File: src/hw/rtl/drs_pkg.sv
// ----------------------------------------------------------------------------
// drs_pkg: shared types and constants of the dirty rectangle set
// Pool and stack sizes, payload structs, opcodes, controller commands,
// datapath status and controller states.
// ----------------------------------------------------------------------------
package drs_pkg;

    localparam int POOL_DEPTH  = 32;
    localparam int STACK_DEPTH = 128;
    localparam int PTR_W       = $clog2(POOL_DEPTH + 1);
    localparam int IDX_W       = $clog2(POOL_DEPTH);
    localparam int SP_W        = $clog2(STACK_DEPTH + 1);
    localparam int SIDX_W      = $clog2(STACK_DEPTH);
    localparam logic [PTR_W-1:0] NODE_END = PTR_W'(POOL_DEPTH);

    typedef logic signed [15:0] coord_t;

    typedef struct packed {
        coord_t l;
        coord_t t;
        coord_t r;
        coord_t b;
    } box_t;

    typedef enum logic [2:0] {
        OP_CLEAR      = 3'd0,
        OP_ADD_MERGE  = 3'd1,
        OP_WHOLE      = 3'd2,
        OP_REMOVE     = 3'd3,
        OP_QUERY      = 3'd4,
        OP_READ_FIRST = 3'd5,
        OP_READ_NEXT  = 3'd6,
        OP_ADD_DIRECT = 3'd7
    } op_t;

    typedef enum logic [1:0] {
        CFG_LEFT   = 2'd0,
        CFG_TOP    = 2'd1,
        CFG_RIGHT  = 2'd2,
        CFG_BOTTOM = 2'd3
    } cfg_idx_t;

    typedef struct packed {
        logic [2:0] opcode;
        coord_t     left_edge;
        coord_t     top_edge;
        coord_t     right_edge;
        coord_t     bottom_edge;
    } in_item_t;

    typedef struct packed {
        logic       hit;
        logic       rect_valid;
        coord_t     out_left;
        coord_t     out_top;
        coord_t     out_right;
        coord_t     out_bottom;
        logic       whole_mode;
        logic [5:0] stored_count;
    } out_item_t;

    typedef enum logic [4:0] {
        C_NOP,
        C_ACCEPT,
        C_CLEAR,
        C_WHOLE,
        C_LOAD_X,
        C_CLIP,
        C_PUSH_IN,
        C_POP,
        C_PUSH,
        C_NODE_HEAD,
        C_NODE_NEXT,
        C_NODE_LINK,
        C_UNLINK,
        C_ALLOC,
        C_LINK_PREV,
        C_LINK_SLOT,
        C_LOAD_RP,
        C_RRESTORE,
        C_CUR_HEAD,
        C_CUR_NEXT,
        C_NODE_CUR,
        C_CUR_END,
        C_HIT,
        C_RES,
        C_PUBLISH
    } dp_op_t;

    typedef struct packed {
        dp_op_t     op;
        logic [1:0] sel;
    } cmd_t;

    typedef struct packed {
        op_t        op;
        logic       whole;
        logic       full;
        logic       raw_empty;
        logic       node_end;
        logic       head_end;
        logic       cursor_end;
        logic       cursor_used;
        logic       count_zero;
        logic       sp_zero;
        logic       sp_full;
        logic       rprev_end;
        logic       ov;
        logic       x_in_c;
        logic       c_in_x;
        logic       ins_lt;
        logic       ins_le;
        logic       below;
        logic       ov_q;
        logic [3:0] split_need;
        logic [3:0] rem_need;
    } status_t;

    typedef enum logic [5:0] {
        ST_IDLE,
        ST_DISPATCH,
        ST_FINISH,
        ST_ADM,
        ST_ADM2,
        ST_RET,
        ST_INS,
        ST_I_W1WAIT,
        ST_I_W1,
        ST_I_W2WAIT,
        ST_I_W2,
        ST_I_LP,
        ST_I_LS,
        ST_M_POPWAIT,
        ST_M_POP,
        ST_M_SCAN,
        ST_M_WAIT,
        ST_M_VIS,
        ST_M_SPLIT,
        ST_R_WAIT,
        ST_R_VIS,
        ST_R_PIECE,
        ST_R_END,
        ST_R_RESUME,
        ST_R_RLWAIT,
        ST_R_RL,
        ST_Q_CLIP,
        ST_Q_CHK,
        ST_Q_WAIT,
        ST_Q_VIS,
        ST_RF_WAIT,
        ST_RF_RES,
        ST_RN_WAIT,
        ST_RN_LINK,
        ST_RN_CHK
    } state_t;

    function automatic coord_t cmax(coord_t a, coord_t b);
        return (a > b) ? a : b;
    endfunction

    function automatic coord_t cmin(coord_t a, coord_t b);
        return (a < b) ? a : b;
    endfunction

    function automatic box_t clip_box(box_t x, box_t bd);
        box_t y;
        y.l = cmax(x.l, bd.l);
        y.t = cmax(x.t, bd.t);
        y.r = cmin(x.r, bd.r);
        y.b = cmin(x.b, bd.b);
        return y;
    endfunction

endpackage

File: src/hw/rtl/drs_ctrl.sv
// ----------------------------------------------------------------------------
// drs_ctrl: operation sequencer
// Walks each operation through admit, list scan, split, insert, remove,
// query and read steps, one datapath command per cycle, owns both handshakes.
// ----------------------------------------------------------------------------
module drs_ctrl (
    input  logic              clk,
    input  logic              rst_n,
    input  logic              in_valid,
    output logic              in_ready,
    output logic              out_valid,
    input  logic              out_ready,
    input  drs_pkg::status_t  status,
    output drs_pkg::cmd_t     cmd
);
    import drs_pkg::*;

    state_t     state_reg, state_next;
    logic [1:0] pc_reg, pc_next;
    logic       out_valid_reg, out_valid_next;
    logic       publish;

    always_ff @(posedge clk or negedge rst_n)
    begin
        if (!rst_n)
        begin
            state_reg     <= ST_IDLE;
            pc_reg        <= '0;
            out_valid_reg <= 1'b0;
        end
        else
        begin
            state_reg     <= state_next;
            pc_reg        <= pc_next;
            out_valid_reg <= out_valid_next;
        end
    end

    always_comb
    begin
        state_next = state_reg;
        pc_next    = pc_reg;
        cmd.op     = C_NOP;
        cmd.sel    = pc_reg;
        publish    = 1'b0;
        in_ready   = 1'b0;
        unique case (state_reg)
            ST_IDLE:
            begin
                in_ready = 1'b1;
                if (in_valid)
                begin
                    cmd.op     = C_ACCEPT;
                    state_next = ST_DISPATCH;
                end
            end
            ST_DISPATCH:
            begin
                unique case (status.op)
                    OP_CLEAR:
                    begin
                        cmd.op     = C_CLEAR;
                        state_next = ST_FINISH;
                    end
                    OP_WHOLE:
                    begin
                        cmd.op     = C_WHOLE;
                        state_next = ST_FINISH;
                    end
                    OP_ADD_MERGE:
                    begin
                        cmd.op     = C_PUSH_IN;
                        state_next = ST_M_POPWAIT;
                    end
                    OP_ADD_DIRECT:
                    begin
                        cmd.op     = C_LOAD_X;
                        state_next = ST_ADM;
                    end
                    OP_REMOVE:
                    begin
                        if (status.count_zero)
                        begin
                            state_next = ST_FINISH;
                        end
                        else
                        begin
                            cmd.op     = C_NODE_HEAD;
                            state_next = ST_R_WAIT;
                        end
                    end
                    OP_QUERY:
                    begin
                        if (status.whole)
                        begin
                            cmd.op     = C_HIT;
                            state_next = ST_FINISH;
                        end
                        else
                        begin
                            cmd.op     = C_LOAD_X;
                            state_next = ST_Q_CLIP;
                        end
                    end
                    OP_READ_FIRST:
                    begin
                        if (status.head_end)
                        begin
                            state_next = ST_FINISH;
                        end
                        else
                        begin
                            cmd.op     = C_CUR_HEAD;
                            state_next = ST_RF_WAIT;
                        end
                    end
                    OP_READ_NEXT:
                    begin
                        if (status.cursor_end || !status.cursor_used)
                        begin
                            cmd.op     = C_CUR_END;
                            state_next = ST_FINISH;
                        end
                        else
                        begin
                            cmd.op     = C_NODE_CUR;
                            state_next = ST_RN_WAIT;
                        end
                    end
                endcase
            end
            ST_FINISH:
            begin
                if (!out_valid_reg || out_ready)
                begin
                    cmd.op     = C_PUBLISH;
                    publish    = 1'b1;
                    state_next = ST_IDLE;
                end
            end
            ST_ADM:
            begin
                if (status.whole)
                begin
                    state_next = ST_RET;
                end
                else if (status.full)
                begin
                    cmd.op     = C_WHOLE;
                    state_next = ST_RET;
                end
                else if (status.raw_empty)
                begin
                    state_next = ST_RET;
                end
                else
                begin
                    cmd.op     = C_CLIP;
                    state_next = ST_ADM2;
                end
            end
            ST_ADM2:
            begin
                if (status.raw_empty)
                begin
                    state_next = ST_RET;
                end
                else if (status.op == OP_ADD_MERGE)
                begin
                    state_next = ST_M_SCAN;
                end
                else
                begin
                    state_next = ST_INS;
                end
            end
            ST_RET:
            begin
                unique case (status.op)
                    OP_ADD_MERGE:
                    begin
                        state_next = ST_M_POPWAIT;
                    end
                    OP_REMOVE:
                    begin
                        if (pc_reg == 2'd3)
                        begin
                            state_next = ST_R_END;
                        end
                        else
                        begin
                            pc_next    = pc_reg + 2'd1;
                            state_next = ST_R_PIECE;
                        end
                    end
                    default:
                    begin
                        state_next = ST_FINISH;
                    end
                endcase
            end
            ST_INS:
            begin
                cmd.op     = C_ALLOC;
                state_next = ST_I_W1WAIT;
            end
            ST_I_W1WAIT:
            begin
                state_next = ST_I_W1;
            end
            ST_I_W1:
            begin
                if (status.node_end)
                begin
                    state_next = ST_I_LP;
                end
                else if (status.ins_lt)
                begin
                    cmd.op     = C_NODE_NEXT;
                    state_next = ST_I_W1WAIT;
                end
                else
                begin
                    state_next = ST_I_W2;
                end
            end
            ST_I_W2WAIT:
            begin
                state_next = ST_I_W2;
            end
            ST_I_W2:
            begin
                if (!status.node_end && status.ins_le)
                begin
                    cmd.op     = C_NODE_NEXT;
                    state_next = ST_I_W2WAIT;
                end
                else
                begin
                    state_next = ST_I_LP;
                end
            end
            ST_I_LP:
            begin
                cmd.op     = C_LINK_PREV;
                state_next = ST_I_LS;
            end
            ST_I_LS:
            begin
                cmd.op     = C_LINK_SLOT;
                state_next = ST_RET;
            end
            ST_M_POPWAIT:
            begin
                state_next = ST_M_POP;
            end
            ST_M_POP:
            begin
                if (status.sp_zero || status.whole)
                begin
                    state_next = ST_FINISH;
                end
                else
                begin
                    cmd.op     = C_POP;
                    state_next = ST_ADM;
                end
            end
            ST_M_SCAN:
            begin
                cmd.op     = C_NODE_HEAD;
                state_next = ST_M_WAIT;
            end
            ST_M_WAIT:
            begin
                state_next = ST_M_VIS;
            end
            ST_M_VIS:
            begin
                if (status.node_end)
                begin
                    state_next = ST_INS;
                end
                else if (status.ov)
                begin
                    if (status.x_in_c)
                    begin
                        state_next = ST_M_POPWAIT;
                    end
                    else if (status.c_in_x)
                    begin
                        cmd.op     = C_UNLINK;
                        state_next = ST_ADM;
                    end
                    else
                    begin
                        pc_next    = 2'd0;
                        state_next = ST_M_SPLIT;
                    end
                end
                else
                begin
                    cmd.op     = C_NODE_NEXT;
                    state_next = ST_M_WAIT;
                end
            end
            ST_M_SPLIT:
            begin
                if (status.split_need[pc_reg] && status.sp_full)
                begin
                    cmd.op     = C_WHOLE;
                    state_next = ST_FINISH;
                end
                else
                begin
                    if (status.split_need[pc_reg])
                    begin
                        cmd.op = C_PUSH;
                    end
                    if (pc_reg == 2'd3)
                    begin
                        state_next = ST_M_POPWAIT;
                    end
                    else
                    begin
                        pc_next = pc_reg + 2'd1;
                    end
                end
            end
            ST_R_WAIT:
            begin
                state_next = ST_R_VIS;
            end
            ST_R_VIS:
            begin
                if (status.node_end)
                begin
                    state_next = ST_FINISH;
                end
                else if (status.ov_q)
                begin
                    cmd.op     = C_UNLINK;
                    pc_next    = 2'd0;
                    state_next = ST_R_PIECE;
                end
                else
                begin
                    cmd.op     = C_NODE_NEXT;
                    state_next = ST_R_WAIT;
                end
            end
            ST_R_PIECE:
            begin
                if (status.rem_need[pc_reg])
                begin
                    cmd.op     = C_LOAD_RP;
                    state_next = ST_ADM;
                end
                else if (pc_reg == 2'd3)
                begin
                    state_next = ST_R_END;
                end
                else
                begin
                    pc_next = pc_reg + 2'd1;
                end
            end
            ST_R_END:
            begin
                state_next = status.whole ? ST_FINISH : ST_R_RESUME;
            end
            ST_R_RESUME:
            begin
                cmd.op     = C_RRESTORE;
                state_next = status.rprev_end ? ST_R_WAIT : ST_R_RLWAIT;
            end
            ST_R_RLWAIT:
            begin
                state_next = ST_R_RL;
            end
            ST_R_RL:
            begin
                cmd.op     = C_NODE_LINK;
                state_next = ST_R_WAIT;
            end
            ST_Q_CLIP:
            begin
                cmd.op     = C_CLIP;
                state_next = ST_Q_CHK;
            end
            ST_Q_CHK:
            begin
                if (status.raw_empty || status.head_end)
                begin
                    state_next = ST_FINISH;
                end
                else
                begin
                    cmd.op     = C_CUR_HEAD;
                    state_next = ST_Q_WAIT;
                end
            end
            ST_Q_WAIT:
            begin
                state_next = ST_Q_VIS;
            end
            ST_Q_VIS:
            begin
                if (status.node_end)
                begin
                    state_next = ST_FINISH;
                end
                else if (status.ov)
                begin
                    cmd.op     = C_HIT;
                    state_next = ST_FINISH;
                end
                else if (status.below)
                begin
                    state_next = ST_FINISH;
                end
                else
                begin
                    cmd.op     = C_CUR_NEXT;
                    state_next = ST_Q_WAIT;
                end
            end
            ST_RF_WAIT:
            begin
                state_next = ST_RF_RES;
            end
            ST_RF_RES:
            begin
                cmd.op     = C_RES;
                state_next = ST_FINISH;
            end
            ST_RN_WAIT:
            begin
                state_next = ST_RN_LINK;
            end
            ST_RN_LINK:
            begin
                cmd.op     = C_CUR_NEXT;
                state_next = ST_RN_CHK;
            end
            ST_RN_CHK:
            begin
                state_next = status.node_end ? ST_FINISH : ST_RF_WAIT;
            end
            default:
            begin
                state_next = ST_IDLE;
            end
        endcase
    end

    always_comb
    begin
        if (publish)
        begin
            out_valid_next = 1'b1;
        end
        else if (out_ready)
        begin
            out_valid_next = 1'b0;
        end
        else
        begin
            out_valid_next = out_valid_reg;
        end
    end

    assign out_valid = out_valid_reg;

endmodule

File: config.mk
export PLATFORM = sky130hd
export DESIGN_NAME = drs_ctrl
export DESIGN_NICKNAME = d
export VERILOG_FILES = /design/src/hw/rtl/drs_pkg.sv /design/src/hw/rtl/drs_ctrl.sv
export SDC_FILE = /design/constraint.sdc
export NUM_CORES = 1
export LEC_CHECK = 0
export ABC_AREA = 1
export BUFFER_PORTS_ARGS = -buffer_cell sky130_fd_sc_hd__buf_4
export CAP_MARGIN = 20
export CORE_UTILIZATION = 55
export CTS_CLUSTER_SIZE = 16
export DETAILED_ROUTE_END_ITERATION = 8
export PLACE_DENSITY = 0.81
export SYNTH_ARGS = -nofsm -noshare
export SYNTH_HDL_FRONTEND = slang
export SYNTH_SLANG_ARGS = --single-unit
File: constraint.sdc
create_clock -name clk -period 2.1 [get_ports clk]
set_input_delay 0.105 -clock clk [delete_from_list [all_inputs] [get_ports clk]]
set_output_delay 0.105 -clock clk [all_outputs]
set_load 0.05 [all_outputs]
Word-level counts from Yosys, hierarchy flattened
Index checks and enable logic that the tools add are counted.
{"block": "totals", "regBits": 9, "input_bits": 33, "output_inout_bits": 9, "word_cells": 160}
{"block": "classes", "addsub": 1, "order_cmp": 1, "eq_ne": 55, "n_mux": 84, "reduce_logical": 16}
{"cell": "$pmux 6 s35", "count": 1}
{"cell": "$mux 5", "count": 22}
{"cell": "$pmux 5 s22", "count": 1}
{"cell": "$eq 6x5->1 const B", "count": 16}
{"cell": "$mux 4", "count": 14}
{"cell": "$mux 6", "count": 9}
{"cell": "$eq 6x4->1 const B", "count": 8}
{"cell": "$pmux 6 s7", "count": 1}
{"cell": "$pmux 5 s8", "count": 1}
{"cell": "$eq 6x3->1 const B", "count": 4}
{"cell": "$mux 2", "count": 12}
{"cell": "$ne 2x2->1 const B", "count": 11}
{"cell": "$eq 6x6->1 const B", "count": 3}
{"cell": "$mux 3", "count": 6}
{"cell": "$mux 1", "count": 13}
{"cell": "$eq 3x3->1 const B", "count": 4}
{"cell": "$eq 6x2->1 const B", "count": 2}
{"cell": "$pmux 2 s5", "count": 1}
{"cell": "$pmux 5 s2", "count": 1}
{"cell": "$reduce_and 10->1", "count": 1}
{"cell": "$eq 3x2->1 const B", "count": 2}
{"cell": "$eq 6x1->1 const B", "count": 1}
{"cell": "$logic_not 6->1", "count": 1}
{"cell": "$ne 3x3->1 const B", "count": 2}
{"cell": "13 further kinds", "count": 20}

Logic depth before layout (Yosys ltp)
{"block": "depth", "ltp_word": 5, "mapped_depth": 12, "ltp_nobuf": 12}

Least setup slack after synthesis
Ideal clock, no wire load.
{"block": "synth_path", "path_kind": "register to output", "start": "reg pc_reg[0]", "end": "out cmd[2] in the netlist's numbering", "arrival_ps": 1894, "t_required_ps": 1995, "slack_ps": 101, "stages_incl_launch_ff": 8, "path_buffers": 0, "path_cell_list": "dfrtp_1 > inv_1 > nand2_1 > nand3_1 > nand4_2 > clkinv_2 > nor2_1 > nand4_1"}
{"item": "start: declaration", "line": "drs_ctrl.sv:19", "source": "logic [1:0] pc_reg, pc_next;"}
{"item": "start signal: assignment", "line": "drs_ctrl.sv:34", "source": "pc_reg <= pc_next;"}
{"item": "end: declaration", "line": "drs_ctrl.sv:14", "source": "output drs_pkg::cmd_t cmd"}

==> metrics.txt <==
# TYPE chip_impl_metric gauge
chip_impl_metric{name="cts_inserted_buffers",unit=""} 3
chip_impl_info{name="startpoint_type",value="flop"} 1
chip_impl_metric{name="worst_r2r_path_depth",unit=""} 9
chip_impl_metric{name="finalHoldViolCount",unit=""} 0
chip_impl_metric{name="die_height",unit="µm"} 60.0
chip_impl_metric{name="tightest_slew",unit="ps"} 661
chip_impl_metric{name="post_drt_via_cell_ratio",unit=""} 5.95
chip_impl_metric{name="largest_net_degree_at_the_start_of_global_routing",unit=""} 12
chip_impl_metric{name="fmax",unit="MHz"} 486
chip_impl_metric{name="place.gp.congestion",unit=""} 1.10
chip_impl_info{name="run_status",value="finished, violations left"} 1
chip_impl_metric{name="met3_length",unit="µm"} 826
chip_impl_metric{name="power.ir.vdd_worst",unit="µV"} 764
chip_impl_metric{name="share_of_layout_cells_above_drive_strength_1",unit="%"} 23.2
chip_impl_metric{name="fin_skew",unit="ps"} 9.94
chip_impl_metric{name="cellPowerDensity",unit="nW/µm²"} 1190
chip_impl_metric{name="whs",unit="ps"} 125
chip_impl_metric{name="insertedDiodeCount",unit=""} 0
chip_impl_info{name="highest_metal_layer_used_by_the_detailed_router",value="met4"} 1
chip_impl_metric{name="antenna_found_initial",unit=""} 0
chip_impl_info{name="crit_path_start",value="state_reg[1]"} 1
chip_impl_metric{name="bufs_on_longest_clock_path",unit=""} 2
chip_impl_metric{name="clkSinkCount",unit=""} 9
chip_impl_metric{name="regToRegSetupSlack",unit="ps"} 290
chip_impl_metric{name="final_max_slew_viol_count",unit=""} 0
chip_impl_info{name="rsz0062_at_grt",value="yes"} 1
chip_impl_metric{name="cell_area_after_technology_mapping",unit="µm²"} 1850
chip_impl_info{name="worst_setup_path_endpoint",value="cmd[3]"} 1
chip_impl_metric{name="largest_register_ff_count",unit=""} 6
chip_impl_metric{name="place.port_buffers",unit=""} 41
chip_impl_metric{name="grt_pass1_wl",unit="mm"} 10.6
chip_impl_metric{name="max_cap_viol_count",unit=""} 0
chip_impl_metric{name="initial_core_utilization",unit="%"} 59.2
chip_impl_metric{name="final-instance-count-excl-fill",unit=""} 466
chip_impl_metric{name="depth_of_the_cts_h_tree",unit=""} 1
chip_impl_metric{name="worst_ep_required_time",unit="ps"} 2000
chip_impl_metric{name="drt_pass1_iterations",unit=""} 9
chip_impl_metric{name="final_min_period_over_clock_period",unit="%"} 98.0
chip_impl_metric{name="layout_min_cycle_time",unit="ps"} 2060
chip_impl_info{name="final_cell_mix",value="sky130_fd_sc_hd__nand2_1, sky130_fd_sc_hd__nor2_1, sky130_fd_sc_hd__buf_4, sky130_fd_sc_hd__nand3_1, sky130_fd_sc_hd__inv_1"} 1
chip_impl_metric{name="yosys_warnings",unit=""} 0
chip_impl_metric{name="row_count",unit=""} 20
chip_impl_metric{name="dp.final_hpwl",unit="mm"} 5.74
chip_impl_metric{name="p_leak",unit="nW"} 1.40
chip_impl_metric{name="synthCells",unit=""} 367
chip_impl_metric{name="num-fill-cells",unit=""} 263
chip_impl_metric{name="placedCellCount",unit=""} 456
chip_impl_metric{name="worstPathArrival",unit="ps"} 1950
chip_impl_metric{name="postRouteAntennaNets",unit=""} 0
chip_impl_metric{name="avg_synthesized_cell_area",unit="µm²"} 5.05
chip_impl_info{name="critical_path.endpoint_type",value="output pin"} 1
chip_impl_metric{name="design.portCount",unit=""} 42
chip_impl_info{name="rr_endpoint",value="state_reg[0]"} 1
chip_impl_metric{name="grt.total_usage",unit="%"} 40.8
chip_impl_info{name="worstHoldPathType",value="in2reg"} 1
chip_impl_info{name="worst_r2r_startpoint",value="state_reg[4]"} 1
chip_impl_info{name="clk_root_buffer_cell",value="sky130_fd_sc_hd__clkbuf_4"} 1
chip_impl_metric{name="yosys_register_bits",unit=""} 9
chip_impl_metric{name="worst_setup_hold_path_clk_slew",unit="ps"} 60
chip_impl_info{name="tritoncts_clock_tree",value="yes"} 1
chip_impl_metric{name="netlist-cell-type-count",unit=""} 29
chip_impl_info{name="mostFrequentLayoutCell",value="sky130_fd_sc_hd__nand2_1"} 1
chip_impl_metric{name="clkLatencyLatePin",unit="ps"} 280
chip_impl_metric{name="dr_wl_met2",unit="mm"} 3.21
chip_impl_metric{name="finalSetupViolCount",unit=""} 0
chip_impl_metric{name="timing.max_slew.rel_slack",unit="%"} 55.4
chip_impl_metric{name="synth-seq-area-share",unit="%"} 12.2
chip_impl_metric{name="nNetsFinal",unit=""} 457
chip_impl_info{name="setup.worst_path.class",value="reg2out"} 1
chip_impl_metric{name="dieArea",unit="µm²"} 3610
chip_impl_metric{name="num_vias",unit=""} 2772
chip_impl_metric{name="post_syn_nets",unit=""} 401
chip_impl_metric{name="drc",unit=""} 1
chip_impl_metric{name="die-width",unit="µm"} 60.0
chip_impl_info{name="violations",value="DRC"} 1
chip_impl_metric{name="routed_wirelength",unit="mm"} 7.19
chip_impl_metric{name="final_global_route_overflow_total",unit=""} 0
chip_impl_info{name="netlist_top_cells_area",value="sky130_fd_sc_hd__nand2_1, sky130_fd_sc_hd__nor2_1, sky130_fd_sc_hd__nand3_1"} 1
chip_impl_metric{name="met1Wirelength",unit="mm"} 2.85
chip_impl_metric{name="cp_max_fo",unit=""} 6
chip_impl_metric{name="areaGrowthSynthToFinish",unit="%"} 29.8
chip_impl_metric{name="first_global_vias",unit=""} 2346
chip_impl_metric{name="coreArea",unit="µm²"} 3130
chip_impl_metric{name="setup_total_negative_slack",unit="ps"} 0
chip_impl_metric{name="detailedRoute.firstIterationViolations",unit=""} 351
chip_impl_info{name="synth_top_cell_by_area",value="sky130_fd_sc_hd__nand2_1"} 1
chip_impl_metric{name="synth_top_cell_area_share",unit="%"} 23.1
chip_impl_metric{name="wl_cell",unit="µm"} 15.4
[cell families after synthesis]
kind of cell / count (synthesis) / synth area share, %
AO/OA/AOI/OAI: 31 / 9.59
adder cells (fa/ha/maj): 1 / 0.675
buffers and inverters: 50 / 10.4
flip-flops: 9 / 12.2
AND/OR/NAND/NOR: 276 / 67.2
[layout make-up]
cell class / instances / area, µm² / share of cell area [%]
multi-input cells: 308 / 1490 / 61.9
clock buffers: 4 / 26.3 / 1.09
well taps: 44 / 55.1 / 2.29
flip-flops and latches: 9 / 231 / 9.63
inverters: 45 / 173 / 7.18
repair buffers: 56 / 430 / 17.9
[cells in the mapped netlist (all sizes together)]
master	number
ha	1
a21oi	5
o211ai	1
o21ai	22
clkbuf	2
nand3b	5
dfrtp	9
nand2	119
nor3	7
a21o	1
nand3	48
nand4	15
nor4	1
buf	3
inv	44
clkinv	1
a211oi	1
o311ai	1
nor2	81
[layer usage]
metal | up-vias | global-route usage (%)
met5 | - | 0
met4 | 0 | 18.9
met3 | 37 | 9.09
met2 | 184 | 64.0
met1 | 1252 | 52.7
li1 | 1299 | -
[how the worst min path moves through the flow]
stage	from	to	slack, ps	cells past startpoint
2_1_floorplan	rst_n	out_valid	-190	0
3_3_place_gp	rst_n	state_reg[5]	-70	1
3_5_place_dp	rst_n	state_reg[4]	-60	1
4_1_cts	out_ready	out_valid	130	4
5_1_grt	out_ready	out_valid	140	4
6_report	out_ready	out_valid	130	4
[repair_timing]
item	in CTS	in global routing
resized for setup	3	20
endpoints found under the setup margin	2	5
setup buffers	0	5
gates cloned	0	0
hold endpoints to repair	9	0
pin swaps	0	6
hold buffers	1	0
[worst max-delay path, stage by stage, from the launching register on]
cell                       delay (ps)
sky130_fd_sc_hd__dfrtp_2          490
sky130_fd_sc_hd__inv_4            110
sky130_fd_sc_hd__nand2_1          100
sky130_fd_sc_hd__nor3_1           350
sky130_fd_sc_hd__o211ai_1         160
sky130_fd_sc_hd__nand4_1          130
sky130_fd_sc_hd__nor2_1            70
sky130_fd_sc_hd__nand3_1           80
sky130_fd_sc_hd__buf_4            200
[per-stage QoR]
step           instance area (µm²)  power [mW]  worst slack [ps]  util, %
6_report                      2400        2.87              41.9     76.9
5_1_grt                       2400        3.02             -57.0     76.9
4_1_cts                       2310        2.65             0.906     73.7
3_5_place_dp                  2260        2.49               234     72.3
3_3_place_gp                  2260        2.46               259     72.3
2_1_floorplan                 1850        1.83               101        -
[power breakdown]
group          switching (mW)  total, mW  internal [mW]
Clock                  0.0698      0.143         0.0736
Combinational            1.57       2.32          0.747
Sequential              0.145      0.402          0.257
(Power assumes the default switching activity.)
